**src/hdl/sss_ram.sv**
```systemverilog
// Generic single write port RAM with registered read.
`timescale 1ns / 1ps
`default_nettype none
module sss_ram #(
  parameter int WIDTH = 8,
  parameter int DEPTH = 16
) (
  input  wire logic                     clk,
  input  wire logic                     we,
  input  wire logic [$clog2(DEPTH)-1:0] waddr,
  input  wire logic [WIDTH-1:0]         wdata,
  input  wire logic [$clog2(DEPTH)-1:0] raddr,
  output logic      [WIDTH-1:0]         rdata
);
  logic [WIDTH-1:0] mem [DEPTH];

  always_ff @(posedge clk) begin
    if (we) begin
      mem[waddr] <= wdata;
    end
    rdata <= mem[raddr];
  end
endmodule
`default_nettype wire

```
**config.mk**
```make
export PLATFORM = sky130hd
export DESIGN_NAME = sss_ram
export DESIGN_NICKNAME = d
export VERILOG_FILES = /design/src/hdl/sss_ram.sv
export SDC_FILE = /design/constraint.sdc
export NUM_CORES = 1
export LEC_CHECK = 0
export BUFFER_PORTS_ARGS = -buffer_cell sky130_fd_sc_hd__buf_2
export CAP_MARGIN = 15
export CORE_UTILIZATION = 27
export DETAILED_ROUTE_END_ITERATION = 8
export SLEW_MARGIN = 20
export SYNTH_ARGS = -nofsm -noshare
export SYNTH_HDL_FRONTEND = slang
export SYNTH_SLANG_ARGS = --single-unit
```
**constraint.sdc**
```tcl
create_clock -name clk -period 3.42 [get_ports clk]
set_clock_uncertainty 0.05 [all_clocks]
set_input_delay 0 -clock clk [delete_from_list [all_inputs] [get_ports clk]]
set_output_delay 0 -clock clk [all_outputs]
set_load 0.02 [all_outputs]
```
Word-level counts from Yosys, hierarchy flattened
Memories as Yosys holds them, arrays and structs flattened. A register that Yosys moved wholly into a read port is not among the register bits.
Index checks and enable logic that the tools add are counted.
{ "word_totals": {"regBits": 0, "wordCells": 3, "ramBits": 128, "mem_count": 1, "out_inout_bits": 8} }
{ "classes": {"muxes": 2} }
{ "memory_table": {"columns": ["memory", "words", "width", "rd", "rd_ports_with_merged_regs", "wr", "line_no", "text"], "rows": [
  ["mem", 16, 8, 1, 1, 1, "15", "logic [WIDTH-1:0] mem [DEPTH];"]
]} }
{ "op_table": {"columns": ["operator", "n"], "rows": [
  ["$mux 1", 2]
]} }

Longest topological paths before layout
Gate-level depths: netlist of the first run.
{ "depth": {"ltp_word": 2, "depth_mapped": 5, "mapped_depth_nobuf": 3} }

Worst setup path after synthesis of the first run
OpenSTA, ideal clock, no wires.
{ "synth_path": {"path_type": "input port to flip-flop", "from": "input waddr[2]", "to": "memory mem[0][0] (enable)", "arrival_ps": 1110, "t_required_ps": 2987, "path_stages": 2, "path_slack_ps": 1877, "n_path_buf": 0, "setup_time_ps": 383, "cell_sequence": "or3b_2 -> nor3_1"} }
{ "synth_lines": {"columns": ["item", "line_no", "text"], "rows": [
  ["start: declaration", "10", "input wire logic [$clog2(DEPTH)-1:0] waddr,"],
  ["end: declaration", "15", null]
]} }
Straight into the memory's write port.

Final worst setup path of the first run
{ "layout_path": {"from": "input waddr[1]", "to": "memory mem[9][3] (enable)"} }
Straight into the memory's write port.

==> results of run 1 <==
layer usage:
layer | up-vias | global-route usage (%) | part of all wire (%)
met1 | 1255 | 13.2 | 43
met4 | 0 | 4.51 | 1.6
li1 | 1064 | - | -
met2 | 85 | 16.8 | 50
met5 | - | 0 | 0
met3 | 14 | 3.90 | 5.5
final cells by class:
cell class / count / area, um2
fillers: 1722 / 12600
flip-flops and latches: 136 / 4000
multi-input cells: 83 / 1060
clock buffers: 20 / 437
well taps: 234 / 293
repair buffers: 39 / 253
clock inverters: 10 / 82.6
cell usage in the layout (no fill, tap or decap), drive strengths merged:
master | Yosys | final
or3b | 1 | 1
and2 | 1 | 1
nand2 | 9 | 9
a22oi | 16 | 16
buf | 7 | 30
nand3b | 2 | 2
nor3 | 4 | 4
and2b | 1 | 1
clkinv | 0 | 5
clkbuf | 0 | 20
edfxtp | 128 | 128
dfxtp | 8 | 8
clkinvlp | 0 | 4
nor2 | 13 | 13
nand3 | 1 | 1
bufinv | 0 | 1
dlygate4sd3 | 0 | 9
mux4 | 32 | 32
nand2b | 2 | 2
nor2b | 1 | 1
power breakdown:
part | leakage, nW | total [mW] | internal, mW | switching (mW)
Sequential | 1.22 | 1.88 | 1.86 | 0.0114
Clock | 0.243 | 1.60 | 0.978 | 0.623
Combinational | 0.535 | 0.183 | 0.0752 | 0.107
flip-flops by register name, indices dropped and copies added, names as in the netlist:
register / count
mem: 128
rdata: 8
kinds of logic after synthesis:
| logic type | share of synthesized area [%] |
|---|---|
| buf+inv | 1.68 |
| mux | 15.0 |
| flops | 77.8 |
| simple gates | 3.18 |
| compound gates | 2.33 |
repair_timing:
item / CTS / global route
gates resized for setup: 0 / 0
hold buffers: 9 / 0
endpoints found under the hold margin: 136 / 0
metrics by stage:
| stage | instances | hold WS (ns) |
|---|---|---|
| 2_1_floorplan | 229 | 0.0489 |
| 3_3_place_gp | 483 | 0.327 |
| 3_5_place_dp | 483 | 0.347 |
| 4_1_cts | 522 | 0.00174 |
| 5_1_grt | 522 | 0.0363 |
| 6_report | 522 | 0.00752 |
how the worst min path moves through the flow:
| stage | start | cells past startpoint | slack (ns) | endpoint |
|---|---|---|---|---|
| 4_1_cts | waddr[0] | 2 | 0.002 | mem[4][3] |
| 3_3_place_gp | wdata[6] | 1 | 0.33 | mem[6][6] |
| 5_1_grt | waddr[0] | 2 | 0.04 | mem[4][3] |
| 6_report | waddr[0] | 2 | 0.008 | mem[4][3] |
| 3_5_place_dp | wdata[2] | 1 | 0.35 | mem[2][2] |
| 2_1_floorplan | wdata[0] | 0 | 0.05 | mem[0][0] |
==> results by group, run 1 <==
Synth
  • Yosys warns: 0
  • Synth cell types: 19
  • Number of flops mapped to enable cells by yosys: 128
  • Syn Std Cell Area: 5150 um2
  • Synth Instances: 229
  • Area contributors post-synth: edfxtp_1 (75%), mux4_2 (7.9%), mux4_1 (7.1%), dfxtp_1 (3.1%), a22oi_1 (2.3%)
  • Synth Register Bits: 136
  • Top FF cell, synth: edfxtp_1
  • Synth top area share: 74.7%
  • Most frequent cell after synthesis: edfxtp_1
  • Top cells by count, synth: edfxtp_1 (128), mux4_2 (18), a22oi_1 (16)
  • Post-synth ARST share: 0%
  • Post-synthesis sequential area ratio: 77.8%
  • Avg Inst Size Synth: 22.5 um2
  • Total nets after synthesis: 247
  • Yosys top cell by area: edfxtp_1

CTS
  • Root Buffer Master: clkbuf_16
  • # clock sinks: 136
  • Reg clk slew, reported paths: 0.06 ns
  • H-tree Lvls: 4
  • Worst skew pair latency: 0.41 ns
  • Postcts setup bufs: 0
  • Clk buf depth: 2
  • CTS tree: done
  • CTS buffer count: 17

Setup path
  • Critical path endpoint category: flop
  • CP startpoint kind: input port
  • Worst setup startpoint: waddr[1]
  • Crit path to: mem[9][3]
  • Crit path kind: input port to flop
  • Reg2reg setup slack: 2.02 ns
  • Reg2reg end: rdata[7]
  • Worst-case reg-to-reg path depth: 3
  • CP top delay family: simple AND/OR/NAND/NOR gates
  • Critical path's slowest cell: nor2_1
  • Buf/Inv on CP: 2
  • Worst EP required: 3.40 ns
  • Biggest cell delay along the critical path: 0.71 ns
  • Critical path depth: 4
  • Crit path cell chain: dlygate4sd3_1 -> buf_2 -> nand2b_1 -> nor2_1
  • R2R Path Start: mem[3][7]
  • CP max FO: 8
  • Worst endpoint data arrival time: 1.63 ns

Floorplanning
  • Die width: 140 um
  • Die Span Y: 140 um
  • CORE AREA: 18700 um2
  • IO Count: 26
  • DIE AREA: 19600 um2
  • Row cnt: 50
  • Starting Density: 27.5%

Timing
  • RSZ-0062 raised after global routing: false
  • Final Cycle Share: 48.1%
  • Setup violators final: 0
  • Final Worst Setup Slack: 1.77 ns
  • Worst slew margin: 37.5%
  • Post-layout minimum cycle time: 1.65 ns
  • Worst-Margin Slew: 0.934 ns
  • Max-slew violation count: 0
  • Fin. Hold Viols: 0
  • Setup TNS: 0 ns
  • Max Fclk: 607 MHz

Worst hold path
  • Hold WC Path Type: input port to flop

Finish
  • Share of layout cells above drive strength 1: 26.0%
  • Area growth, synth to finish: 19.1%
  • Final Cell Area: 6130 um2
  • Number of diodes: 0
  • Final #Nets: 295
  • Final core occ: 32.8%

Drt
  • Drt drc: 0
  • Wire per inst: 18.5 um
  • DR vias/cell: 4.63
  • Drt first pass iters: 4
  • Initial DRC Count: 173
  • ANT nets after route: 0
  • Via count: 2418
  • Final wirelength: 9650 um

Global route
  • Total track usage: 10.6%
  • First-pass GRT wire length: 14900 um
  • Largest net degree at the start of global routing: 33
  • Number of global-route vias before repair: 2470
  • Initial antenna violation count: 0
  • Grt total ovfl: 0

Place
  • Port buffer count: 25
  • Pre-CTS WS: 1.38 ns
  • Post-DP HPWL: 6330 um
  • Dpl cell area: 5520 um2
  • GP Congestion: 0.713

Run status
  • Status: finished clean

Power
  • Pwr Total: 3.66 mW
  • Peak supply drop: 0.353 mV
  • Pleak: 2.00 nW
  • P per Cell Area: 597 nW/um2

Run
  • Max_cap viols: 0
Note: power is estimated with default switching activity, not from simulation.
==> inputs of run 2 (changes only) <==
--- a/config.mk
+++ b/config.mk
@@ -5,6 +5,7 @@
 export SDC_FILE = /design/constraint.sdc
 export NUM_CORES = 1
 export LEC_CHECK = 0
+export ABC_AREA = 1
 export BUFFER_PORTS_ARGS = -buffer_cell sky130_fd_sc_hd__buf_2
 export CAP_MARGIN = 15
 export CORE_UTILIZATION = 27
==> constraint.sdc (replaced) <==
create_clock -name clk -period 1.7 [get_ports clk]
set_clock_uncertainty 0.05 [all_clocks]
set_input_delay 0 -clock clk [delete_from_list [all_inputs] [get_ports clk]]
set_output_delay 0 -clock clk [all_outputs]
set_load 0.02 [all_outputs]
==> run 2 against run 1 <==
Global-route usage rose by 2.4 points. Setup slack got worse by 1.5 ns. First-iteration DRC count rose by 110%. Critical path type unchanged. Largest cell class unchanged.
==> results by group, run 2 <==
Drt
  • Via count: 3831 (was 2418)
  • Final wirelength: 13300 um (was 9650 um)
  • ANT nets after route: 0 (unchanged)
  • Wire per inst: 15.0 um (was 18.5 um)
  • Drt drc: 0 (unchanged)
  • Initial DRC Count: 361 (was 173)
  • Drt first pass iters: 5 (was 4)
  • DR vias/cell: 4.31 (was 4.63)

Setup path
  • Worst-case reg-to-reg path depth: 6 (was 3)
  • CP max FO: 16 (was 8)
  • Worst EP required: 1.96 ns (was 3.40 ns)
  • CP startpoint kind: input port (unchanged)
  • Reg2reg end: rdata[2] (was rdata[7])
  • R2R Path Start: mem[8][2] (was mem[3][7])
  • Reg2reg setup slack: 0.61 ns (was 2.02 ns)
  • Crit path kind: input port to flop (unchanged)
  • Critical path endpoint category: flop (unchanged)
  • Worst endpoint data arrival time: 1.64 ns (was 1.63 ns)

Timing
  • Final Cycle Share: 81.4%
  • Max Fclk: 722 MHz
  • Max-slew violation count: 0 (unchanged)
  • Worst slew margin: 52.1% (was 37.5%)
  • RSZ-0062 raised after global routing: false (unchanged)
  • Hold_ws: 0.158 ns (was 0.00752 ns)
  • Worst-Margin Slew: 0.716 ns (was 0.934 ns)
  • Setup TNS: 0 ns (unchanged)
  • Setup violators final: 0 (unchanged)
  • Fin. Hold Viols: 0 (unchanged)
  • Post-layout minimum cycle time: 1.38 ns

Finish
  • Fillcell total: 2165 (was 1722)
  • Commonest cells after routing, fill and taps aside: nand2_1 (173), edfxtp_1 (128), inv_1 (100) (was edfxtp_1 (128), buf_2 (25), mux4_2 (18))
  • Share of layout cells above drive strength 1: 11.3% (was 26.0%)
  • Most common cell after layout, fill and taps aside: nand2_1 (was edfxtp_1)
  • Biggest regs: mem x128, rdata x8 (unchanged)
  • Final core occ: 32.7% (was 32.8%)
  • Final #Nets: 618 (was 295)
  • Final Cell Area: 6860 um2 (was 6130 um2)
  • Number of diodes: 0 (unchanged)
  • Reg with most FFs: mem (unchanged)
  • Area growth, synth to finish: 18.9% (was 19.1%)
  • Largest register FFs: 128 (unchanged)

Floorplanning
  • CORE AREA: 21000 um2 (was 18700 um2)
  • Starting Density: 27.5% (about the same)
  • IO Count: 26 (unchanged)
  • DIE AREA: 21900 um2 (was 19600 um2)
  • Die width: 148 um (was 140 um)
  • Die Span Y: 148 um (was 140 um)
  • Row cnt: 53 (was 50)

Synth
  • Yosys top cell by area: edfxtp_1 (unchanged)
  • Number of flops mapped to enable cells by yosys: 128 (unchanged)
  • Synth Register Bits: 136 (unchanged)
  • Yosys warns: 0 (unchanged)
  • Most frequent cell after synthesis: nand2_1 (was edfxtp_1)
  • Synth Instances: 551 (was 229)
  • Post-synth ARST share: 0% (unchanged)
  • Syn Std Cell Area: 5770 um2 (was 5150 um2)
  • Top FF cell, synth: edfxtp_1 (unchanged)
  • Avg Inst Size Synth: 10.5 um2 (was 22.5 um2)
  • Post-synthesis sequential area ratio: 69.4% (was 77.8%)
  • Total nets after synthesis: 569 (was 247)
  • Synth cell types: 12 (was 19)
  • Top cells by count, synth: nand2_1 (173), edfxtp_1 (128), inv_1 (100) (was edfxtp_1 (128), mux4_2 (18), a22oi_1 (16))
  • Synth top area share: 66.7% (was 74.7%)
  • Area contributors post-synth: edfxtp_1 (67%), nand2_1 (11%), nand3_1 (8.4%), inv_1 (6.5%), dfxtp_1 (2.8%) (was edfxtp_1 (75%), mux4_2 (7.9%), mux4_1 (7.1%), dfxtp_1 (3.1%), a22oi_1 (2.3%))

Worst hold path
  • Hold WC Path Type: input port to flop (unchanged)
  • Worst Hold Launch: raddr[0] (was waddr[0])
  • WHS Path Cells: 7 (was 2)
  • Hold endpoint: rdata[7] (was mem[4][3])

CTS
  • Reg clk slew, reported paths: 0.06 ns (about the same)
  • CTS hold repair buffers: 10 (was 9)
  • H-tree Lvls: 4 (unchanged)
  • Clk buf depth: 2 (unchanged)
  • Worst skew pair latency: 0.42 ns (was 0.41 ns)
  • Postcts setup bufs: 0 (unchanged)
  • Root Buffer Master: clkbuf_16 (unchanged)
  • # clock sinks: 136 (unchanged)
  • CTS tree: done (unchanged)
  • CTS buffer count: 17 (unchanged)
  • CTS resizes: 0 (unchanged)

Place
  • GP Congestion: 0.747 (was 0.713)
  • Port buffer count: 25 (unchanged)
  • Post-DP HPWL: 8030 um (was 6330 um)
  • Dpl cell area: 6240 um2 (was 5520 um2)

Run
  • Max_cap viols: 0 (unchanged)

Power
  • Pwr Total: 7.53 mW (was 3.66 mW)
  • Peak supply drop: 0.779 mV (was 0.353 mV)
  • P per Cell Area: 1100 nW/um2 (was 597 nW/um2)
  • Pleak: 2.91 nW (was 2.00 nW)

Run status
  • Status: finished clean (unchanged)

Global route
  • First-pass GRT wire length: 20700 um (was 14900 um)
  • Total track usage: 13.0% (was 10.6%)
  • Largest net degree at the start of global routing: 65 (was 33)
  • Initial antenna violation count: 0 (unchanged)
  • Number of global-route vias before repair: 3523 (was 2470)
  • Grt total ovfl: 0 (unchanged)
## run 2: changes by cell type after synthesis, moves of 10 or more
cell     delta
a22oi_1    -16
buf_2      +10
inv_1     +100
mux4_1     -14
mux4_2     -18
nand2_1   +164
nand3_1    +96
## run 2: how the worst max path moves through the flow
| stage | cells after the start | to | start |
|---|---|---|---|
| 6_report | 6 | rdata[2] | raddr[2] |
| 5_1_grt | 6 | rdata[2] | raddr[2] |
| 4_1_cts | 6 | rdata[2] | raddr[2] |
| 3_5_place_dp | 7 | rdata[2] | raddr[0] |
| 3_3_place_gp | 4 | mem[3][2] | waddr[2] |
| 2_1_floorplan | 2 | mem[10][0] | waddr[2] |
## run 2: area by class of cell
cell class / instances / area [um2] / share of cell area (%)
sequential: 136 / 4000 / 58.4
multi-input combinational: 289 / 1210 / 17.7
clock buffer: 18 / 429 / 6.26
timing repair buffer: 54 / 393 / 5.73
inverter: 102 / 383 / 5.58
tap: 275 / 344 / 5.02
clock inverter: 14 / 90.1 / 1.31
## run 2: where the power goes
group / switching (mW) / internal, mW
clock network: 1.31 / 1.95
registers: 0.0258 / 3.75
logic: 0.346 / 0.150
total: 1.68 / 5.85
## run 2: logic make-up after synthesis
| logic type | Yosys count | synth area share (%) |
|---|---|---|
| AND/OR/NAND/NOR | 289 | 21.0 |
| flip-flops | 136 | 69.4 |
| buffers and inverters | 126 | 9.52 |
## run 2: per-stage QoR
| stage | cells | setup slack (ns) |
|---|---|---|
| 2_1_floorplan | 551 | 0.699 |
| 3_3_place_gp | 846 | 0.354 |
| 3_5_place_dp | 846 | 0.348 |
| 4_1_cts | 888 | 0.296 |
| 5_1_grt | 888 | 0.197 |
| 6_report | 888 | 0.316 |
## run 2: metal layers
layer  vias up  wire, um  GRT usage (%)  part of all wire [%]
met2       134      5730           18.1                    43
met5         -         0              0                     0
li1       1874         -              -                     -
met3        15       919           3.53                   6.9
met1      1808      6440           18.7                    48
met4         0       223           5.82                   1.7
## run 2: worst max-delay path, stage by stage
cell and delay, ns:
dlygate4sd3_1 0.53, buf_2 0.19, inv_1 0.44, nand3_1 0.24, nand3_1 0.18, nand2_1 0.06
